--- src/ntc_pkg.sv ---
// Shared types and constants of the NTC temperature unit.
// Used by every module under src.
`default_nettype none
package ntc_pkg;
  localparam int ADC_BITS_DEF = 10;
  localparam int CFG_W        = 16;
  localparam int BETA_W       = 14;
  localparam int T0_W         = 16;
  localparam int LOG_W        = 21;
  localparam int LOG_STAGES   = 16;
  localparam int NUM_W        = 46;
  localparam int DEN_W        = 40;
  localparam int QUO_W        = 32;
  localparam int TLM_W        = 36;
  localparam int RECIP_W      = 37;
  localparam int RECIP_SH     = 43;
  localparam int DIV100_W     = 30;
  localparam int ZERO_C_CENTI = 27315;
  localparam int OUT_MAX      = 32767;
  localparam logic [31:0] LN2_Q32 = 32'd2977044472;
  // ceil(2^43 / 100): exact divide by 100 for products below 2^36
  localparam logic [RECIP_W-1:0] RECIP_100 = 37'd87960930223;

  localparam logic [0:0] REG_BETA = 1'b0;
  localparam logic [0:0] REG_T0   = 1'b1;

  localparam logic [1:0] ST_OK    = 2'd0;
  localparam logic [1:0] ST_RAIL  = 2'd1;
  localparam logic [1:0] ST_RANGE = 2'd2;

  typedef struct packed {
    logic                    rail;
    logic signed [LOG_W-1:0] ln_q16;
    logic [BETA_W-1:0]       beta;
    logic [T0_W-1:0]         t0;
  } ntc_item_t;
endpackage
`default_nettype wire

--- src/ntc_fifo.sv ---
// Short queue between the front and back parts of the NTC unit.
// Depends on ntc_pkg for the item type.
`default_nettype none
module ntc_fifo (
  input  wire logic              clk,
  input  wire logic              rst,
  input  wire logic              push,
  input  wire ntc_pkg::ntc_item_t din,
  output ntc_pkg::ntc_item_t     dout,
  output logic                   valid
);
  ntc_pkg::ntc_item_t q;
  always_ff @(posedge clk) begin
    if (rst) valid <= 1'b0;
    else valid <= push;
    q <= din;
  end
  assign dout = q;
endmodule
`default_nettype wire

--- config.mk ---
export PLATFORM = sky130hd
export DESIGN_NAME = ntc_fifo
export DESIGN_NICKNAME = d
export VERILOG_FILES = /design/src/ntc_pkg.sv /design/src/ntc_fifo.sv
export SDC_FILE = /design/constraint.sdc
export NUM_CORES = 1
export LEC_CHECK = 0
export BUFFER_PORTS_ARGS = -buffer_cell sky130_fd_sc_hd__clkbuf_2
export CORE_MARGIN = 1
export CORE_UTILIZATION = 30
export DETAILED_ROUTE_END_ITERATION = 8
export HOLD_SLACK_MARGIN = 0.05
export PLACE_DENSITY = 0.71
export RECOVER_POWER = 50
export SLEW_MARGIN = 20
export SYNTH_ARGS = -nofsm -noshare
export SYNTH_HDL_FRONTEND = slang
export SYNTH_SLANG_ARGS = --single-unit
--- constraint.sdc ---
create_clock -name clk -period 0.8 [get_ports clk]
set_clock_uncertainty 0.2 [all_clocks]
set_input_delay 0.04 -clock clk [delete_from_list [all_inputs] [get_ports clk]]
set_output_delay 0.04 -clock clk [all_outputs]
set_load 0.05 [all_outputs]
Word level (Yosys, flattened, before mapping)
Index checks and enable logic that the tools add are counted.
{"block": "totals", "elab_cells": 5, "ff_bits": 53, "in_bits": 55, "out_inout_bits": 53}

Logic depth before layout (Yosys ltp)
Gate-level depths: netlist of run 1.
{"block": "logic_depth", "word_depth": 0, "depth_mapped": 1, "ltp_nobuf": 1}

Least setup slack after synthesis of run 1
Ideal clock, no wire load.
{"block": "synth_path", "kind": "register -> output", "start": "register q (netlist bit dout[0])", "end": "output dout[0] (netlist bit)", "stages_incl_launch_ff": 1, "t_required_ps": 560, "t_arrival_ps": 587, "slack_ps": -27, "path_cell_list": "dfxtp_1"}
{"item": "start: declaration", "line": "ntc_fifo.sv:12", "rtl": "ntc_pkg::ntc_item_t q;"}
{"item": "start signal: assignment", "line": "ntc_fifo.sv:16", "rtl": "q <= din;"}
{"item": "end: declaration", "line": "ntc_fifo.sv:9", "rtl": "output ntc_pkg::ntc_item_t dout,"}
No word-level cell between the ends.

Worst setup path after layout of run 1
{"block": "layout_path", "start": "register q (netlist bit dout[51])", "end": "output dout[51] (netlist bit)"}
No word-level cell between the ends.

==> run metrics, run 1 <==
ANT cells 0; drt initial violations 11; commonest non-fill, non-tap cell in the layout dlygate4sd3_1; CTS root buffer clkbuf_4; Seq/Total Area, Yosys 0.9872; Yosys reg bits between 50 and 60; worst path cell trace clkbuf_16; crit end category output port; die footprint 3826 sq um; CP delay by family, top flip-flops; routed wire length 5214 microns; sw frac 0.2868; critical path fanouts, max 1; Layout Cells excl Fill about 270; # nets final 277; combinational power share 0.245; syn_nets 109; initial antenna violation count 0; Filler cells 122; Final Power 5.649 mW; max_slew headroom 0.8984; worst hold start din[38]; fmax 0.8676 GHz; Clk pin slew, worst setup/hold paths 0.15 ns; Avg Synthesized Cell Area 19.90 sq um; Int Pwr 4.029 mW; buffers plus inverters on the worst setup path 1; Total GRT Usage 0.2475; Peak VDD IR 1.387 mV; die width 61.86 microns; largest net degree at the start of global routing 16; CP arrival 0.91 ns; Net Switching 1.620 mW; Worst setup SP type register; per-cell routed wire length 19.38 microns; share of power burned in registers 0.518; PD cells 1868 nW/um^2; Hold EP dout[38]; CTS tree built; outcome finished with violations; first-pass GRT wire length 6237 microns; final period utilization 1.441; Post-Syn Instances 54; Ys Warns 0; Remaining Overflow, GRT 0; worst slew pin tran 0.1524 ns; LEAKAGE between 1 and 1.5 nW; setup ws final -0.3525 ns; most frequent cells in the layout dlygate4sd3_1 (54), dfxtp_2 (53), clkbuf_2 (53); area of the mapped netlist 1075 sq um; Util after Layout 0.8922; placed cells 207; H-tree levels 2; CTS sink cnt 53; RePlAce Congestion 0.6376; via count around 1100; slowest cell on the critical path dfxtp_2; Min-Delay Path Depth 2; Rows 21; vias in the first global route 1283; Initial Util 0.3171; Setup TNS -16.50 ns; Setup Fix Bufs, Post-CTS 0; I/O Pins 108; Avg Vias per Cell 4.108; Final Max Tran Viols 0; clock buffer depth 2; Final Hold Viols 0; setup violators final 53; Antenna Nets Post-Route 0; hold crit path type in -> reg; WP data required 0.56 ns; PortBufs between 100 and 150; minimum clock period 1.153 ns; Max stage delay on crit path slightly below 0.4 ns; Syn-to-layout area delta 181.4%; Max-Cap Viols 0; unrepaired setup endpoints after global routing true; Fin Hold WS approximately 0.11 ns; share of layout cells above drive strength 1 0.7534; core area 3390 sq um; Die Y 61.86 microns; Detailed Routing Iterations Pass 1 2; Setup CP Type reg -> out; Synth cell types 2; Clk pwr share 0.238; DR DRC count 0; violated checks setup timing; cts bufs inserted 5
==> worst max-delay path by stage <==
stage / cells after the start / startpoint / slack, ns / to
2_1_floorplan: 0 / dout[0] / 0.11 / dout[0]
3_3_place_gp: 1 / dout[46] / 0.002 / dout[46]
3_5_place_dp: 1 / dout[46] / -0.01 / dout[46]
4_1_cts: 1 / dout[49] / -0.34 / dout[49]
5_1_grt: 1 / dout[17] / -0.39 / dout[17]
6_report: 1 / dout[51] / -0.35 / dout[51]
==> cell type report <==
| cell class | instances | area, sq um | share of cell area |
|---|---|---|---|
| clock buffers | 7 | 65.06 | 0.02151 |
| clock inverters | 1 | 5.005 | 0.001655 |
| multi-input cells | 1 | 13.76 | 0.004551 |
| flip-flops and latches | 53 | 1127 | 0.3728 |
| well taps | 46 | 57.56 | 0.01903 |
| repair buffers | 161 | 1755 | 0.5805 |
==> power by group through the flow <==
stage	Clock, mW	Combinational [mW]	Sequential (mW)
after detailed placement	0	0.822	2.92
final	1.34	1.38	2.92
after floorplan	0	0.00442	3.42
after global routing	1.47	1.42	2.94
after CTS	1.30	1.29	2.88
after global placement	0	0.814	2.91
==> what timing repair did <==
| action | CTS | global route |
|---|---|---|
| hold buffers | 54 | 0 |
| resized for setup | 106 | 35 |
| endpoints found under the hold margin | 53 | 0 |
| endpoints found under the setup margin | 53 | 53 |
==> flip-flops by register name, summed over array words and instances (netlist names) <==
signal  flops
valid       1
dout       52
==> Yosys cell counts <==
| cell type | count | area, sq um |
|---|---|---|
| dfxtp_1 | 53 | 1061 |
| nor2b_4 | 1 | 13.76 |
==> metrics by stage <==
| step | area [sq um] | worst slack, ns |
|---|---|---|
| global route | 3024 | -0.3894 |
| detailed placement | 1824 | -0.01266 |
| finish | 3024 | -0.3525 |
| floorplan | 1141 | 0.1056 |
| CTS | 2982 | -0.3355 |
| global placement | 1824 | 0.001606 |
==> metal layers <==
metal	GRT usage	wire length [microns]	up-vias
met5	0	0	-
met4	0.1333	134	0
met3	0.08903	376	14
met2	0.4378	2955	67
met1	0.2552	1748	524
li1	-	-	500
==> kinds of logic after synthesis <==
kind of cell,after synthesis,synth area share
flip-flops,53,0.9872
AND/OR/NAND/NOR,1,0.01280
Note: power is estimated with default switching activity, not from simulation.
==> inputs of run 2 (changes only) <==
--- a/config.mk
+++ b/config.mk
@@ -7,10 +7,11 @@
 export LEC_CHECK = 0
 export BUFFER_PORTS_ARGS = -buffer_cell sky130_fd_sc_hd__clkbuf_2
 export CORE_MARGIN = 1
-export CORE_UTILIZATION = 30
+export CORE_UTILIZATION = 32
+export CTS_BUF_LIST = sky130_fd_sc_hd__clkbuf_2
 export DETAILED_ROUTE_END_ITERATION = 8
 export HOLD_SLACK_MARGIN = 0.05
-export PLACE_DENSITY = 0.71
+export PLACE_DENSITY = 0.75
 export RECOVER_POWER = 50
 export SLEW_MARGIN = 20
 export SYNTH_ARGS = -nofsm -noshare
==> run 2 against run 1 <==
  * The run now fails in global routing
  * Synthesized cell count unchanged
  * Area after synthesis unchanged
==> run metrics, run 2 <==
outcome did not finish; Fail Step global routing; stop err [ERROR DPL-0033] detailed placement checks failed during check placement.; Seq/Total Area, Yosys 0.9872; Die Y 59.96 microns; area leader, netlist dfxtp_1; clock buffer depth 2; CTS root buffer clkbuf_2; number of synthesized flops with an enable pin 0; cts bufs inserted 5; Commonest cells post-synth dfxtp_1 (53), nor2b_4 (1); GR repair worst EP dout[51]; placed cells just over 200; RePlAce Congestion about 0.62; asr flop ratio synth 0; top_reg_cell synth dfxtp_1; dpl cell area approximately 1800 sq um; Yosys reg bits 53; Ys Warns 0; most area-consuming cells after synthesis dfxtp_1 (99%), nor2b_4 (1.3%); top-count cell post-synth dfxtp_1; area of the mapped netlist 1075 sq um; worst_ep kind primary output; Rows 20; syn_nets around 110; Post-Syn Instances 54; H-tree levels 2; die width between 50 and 60 microns; area fraction of the dominant cell type after synthesis 0.9872; CTS sink cnt 53; Synth cell types 2; Initial Util 0.3436; initial antenna violation count 0; Avg Synthesized Cell Area 19.90 sq um; I/O Pins roughly 110; largest net degree at the start of global routing 17; PortBufs 107
run 2: cell counts after synthesis:
Identical to the previous run, type by type.
run 2: logic make-up after synthesis:
| kind of cell | after synthesis | share of synthesized area |
|---|---|---|
| flip-flops | 53 | 0.9872 |
| AND/OR/NAND/NOR | 1 | 0.01280 |
run 2: timing repair:
action	in CTS
hold buffers	54
endpoints found under the setup margin	53
buffers inserted	0
resized for setup	106
cloned	0
endpoints found under the hold margin	53
run 2: per-stage QoR:
stage,setup slack [ns],utilization
after detailed placement,-0.007600,0.5824
after CTS,-0.4427,0.9512
after floorplan,0.1056,-
after global placement,0.005695,0.5824
==> inputs of run 3 (changes only) <==
--- a/config.mk
+++ b/config.mk
@@ -6,12 +6,10 @@
 export NUM_CORES = 1
 export LEC_CHECK = 0
 export BUFFER_PORTS_ARGS = -buffer_cell sky130_fd_sc_hd__clkbuf_2
-export CORE_MARGIN = 1
-export CORE_UTILIZATION = 32
-export CTS_BUF_LIST = sky130_fd_sc_hd__clkbuf_2
+export CORE_AREA = 2 2 63 65
 export DETAILED_ROUTE_END_ITERATION = 8
-export HOLD_SLACK_MARGIN = 0.05
-export PLACE_DENSITY = 0.75
+export DIE_AREA = 0 0 65 67
+export PLACE_DENSITY_LB_ADDON = 0.15
 export RECOVER_POWER = 50
 export SLEW_MARGIN = 20
 export SYNTH_ARGS = -nofsm -noshare
==> constraint.sdc (replaced) <==
create_clock -name clk -period 1.05 [get_ports clk]
set_clock_uncertainty 0.2 [all_clocks]
set_input_delay 0.0525 -clock clk [delete_from_list [all_inputs] [get_ports clk]]
set_output_delay 0.0525 -clock clk [all_outputs]
set_load 0.05 [all_outputs]
==> run 3 against run 2 <==
  * The flow now finishes, with violations (setup timing)
==> run metrics, run 3 (synthesis gave the netlist of run 1 again) <==
Int Pwr 3.186 mW; setup violators final 10; Setup Fix Bufs, Post-CTS 0; slowest cell on the critical path dfxtp_2; top sig layer met4; Total GRT Usage 0.1951; Remaining Overflow, GRT 0; ANT cells 0; # nets final 277; routed wire length between 4000 and 5000 microns; buffers plus inverters on the worst setup path 1; sw frac 0.2703; I/O Pins 108; share of layout cells above drive strength 1 0.7568; Max-Cap Viols 0; H-tree levels 2; Die Y 67 microns; per-cell routed wire length around 15 microns; CTS sink cnt 53; PD cells 1447 nW/um^2; final period utilization 1.017; vias in the first global route 1235; WP data required around 0.80 ns; largest net degree at the start of global routing 16; initial antenna violation count 0; core area around 3600 sq um; die width 65 microns; Clk pwr share 0.258; worst slew pin tran 0.1000 ns; wl on met1 1250 microns; first-pass GRT wire length 5913 microns; Peak VDD IR between 1 and 1.5 mV; crit path launch dout[48]; Setup CP Type reg -> out; crit end category output port; Filler cells around 180; Worst setup SP type register; max reg flops 52; drt initial violations 5; LEAKAGE ~1.4 nW; DR DRC count 0; Detailed Routing Iterations Pass 1 2; Final Power about 4.4 mW; dpl cell area 1670 sq um; RePlAce Congestion 0.6055; max_slew headroom 0.9331; most frequent cells in the layout dlygate4sd3_1 (54), clkbuf_2 (54), dfxtp_2 (53); Rows 22; WP depth 1; Max stage delay on crit path 0.36 ns; minimum clock period roughly 1.1 ns; CP delay by family, top flip-flops; Avg Vias per Cell about 3.9; share of power burned in registers 0.508; via count 1045; die footprint 4355 sq um; PortBufs around 110; Final Max Tran Viols 0; worst path cell trace clkbuf_16; unrepaired setup endpoints after global routing true; CTS tree built; hold crit path type in -> reg; routed wl met2 2485 microns; Final Hold Viols 0; violated checks setup timing; wire length on met3 355 microns; fmax 0.9361 GHz; Final Cell Area 3018 sq um; CP arrival 0.82 ns; outcome finished with violations; Syn-to-layout area delta 180.8%; Clk pin slew, worst setup/hold paths 0.09 ns; Antenna Nets Post-Route 0; Net Switching 1.180 mW; CTS root buffer clkbuf_8; setup ws final -0.01822 ns; clock buffer depth 2; Critical Path End dout[48]; Initial Util 0.2981; critical path fanouts, max 1; combinational power share 0.234; cts bufs inserted 5
## run 3: repair_timing
| item | 4_1_cts | 5_1_grt |
|---|---|---|
| setup endpoints to repair | 53 | 53 |
| resized for setup | 165 | 47 |
| cloned | 0 | 0 |
| endpoints found under the hold margin | 53 | 0 |
| hold buffers | 54 | 0 |
## run 3: final cells by class
class / count / area (sq um) / share of cell area
timing repair buffer: 161 / 1727 / 0.5721
clock buffer: 6 / 82.58 / 0.02736
sequential: 53 / 1127 / 0.3735
tap: 48 / 60.06 / 0.01990
multi-input combinational: 1 / 13.76 / 0.004561
clock inverter: 1 / 7.507 / 0.002488
## run 3: metrics by stage
step	TNS, ns	utilization	hold slack (ns)	setup WS (ns)	instances
5_1_grt	-1.017	0.8369	0.1863	-0.04883	270
6_report	-0.09492	0.8369	0.1912	-0.01822	270
4_1_cts	-0.2777	0.8206	0.1786	-0.01367	270
3_5_place_dp	0	0.4632	-0.04360	0.2263	209
2_1_floorplan	0	-	-0.1198	0.2102	54
3_3_place_gp	0	0.4632	-0.04514	0.2255	209
## run 3: power by group through the flow
stage	clock network [mW]	registers (mW)	logic (mW)
CTS	1.16	2.18	0.960
floorplan	0	2.58	0.00337
global route	1.26	2.23	1.05
global placement	0	2.19	0.586
detailed placement	0	2.19	0.587
finish	1.13	2.22	1.02
## run 3: worst min-delay path by stage
stage               cells after the start  startpoint  slack, ns  endpoint
CTS                                     2     din[43]       0.18  dout[43]
global route                            2     din[34]       0.19  dout[34]
floorplan                               0      din[0]      -0.12   dout[0]
global placement                        1     din[28]      -0.05  dout[28]
detailed placement                      1     din[22]      -0.04  dout[22]
finish                                  2     din[20]       0.19  dout[20]
## run 3: metal layers
metal  up-vias  global-route usage
met1       479              0.1542
met4         0             0.06383
met3         7             0.07432
met5         -                   0
met2        63              0.4188
li1        496                   -
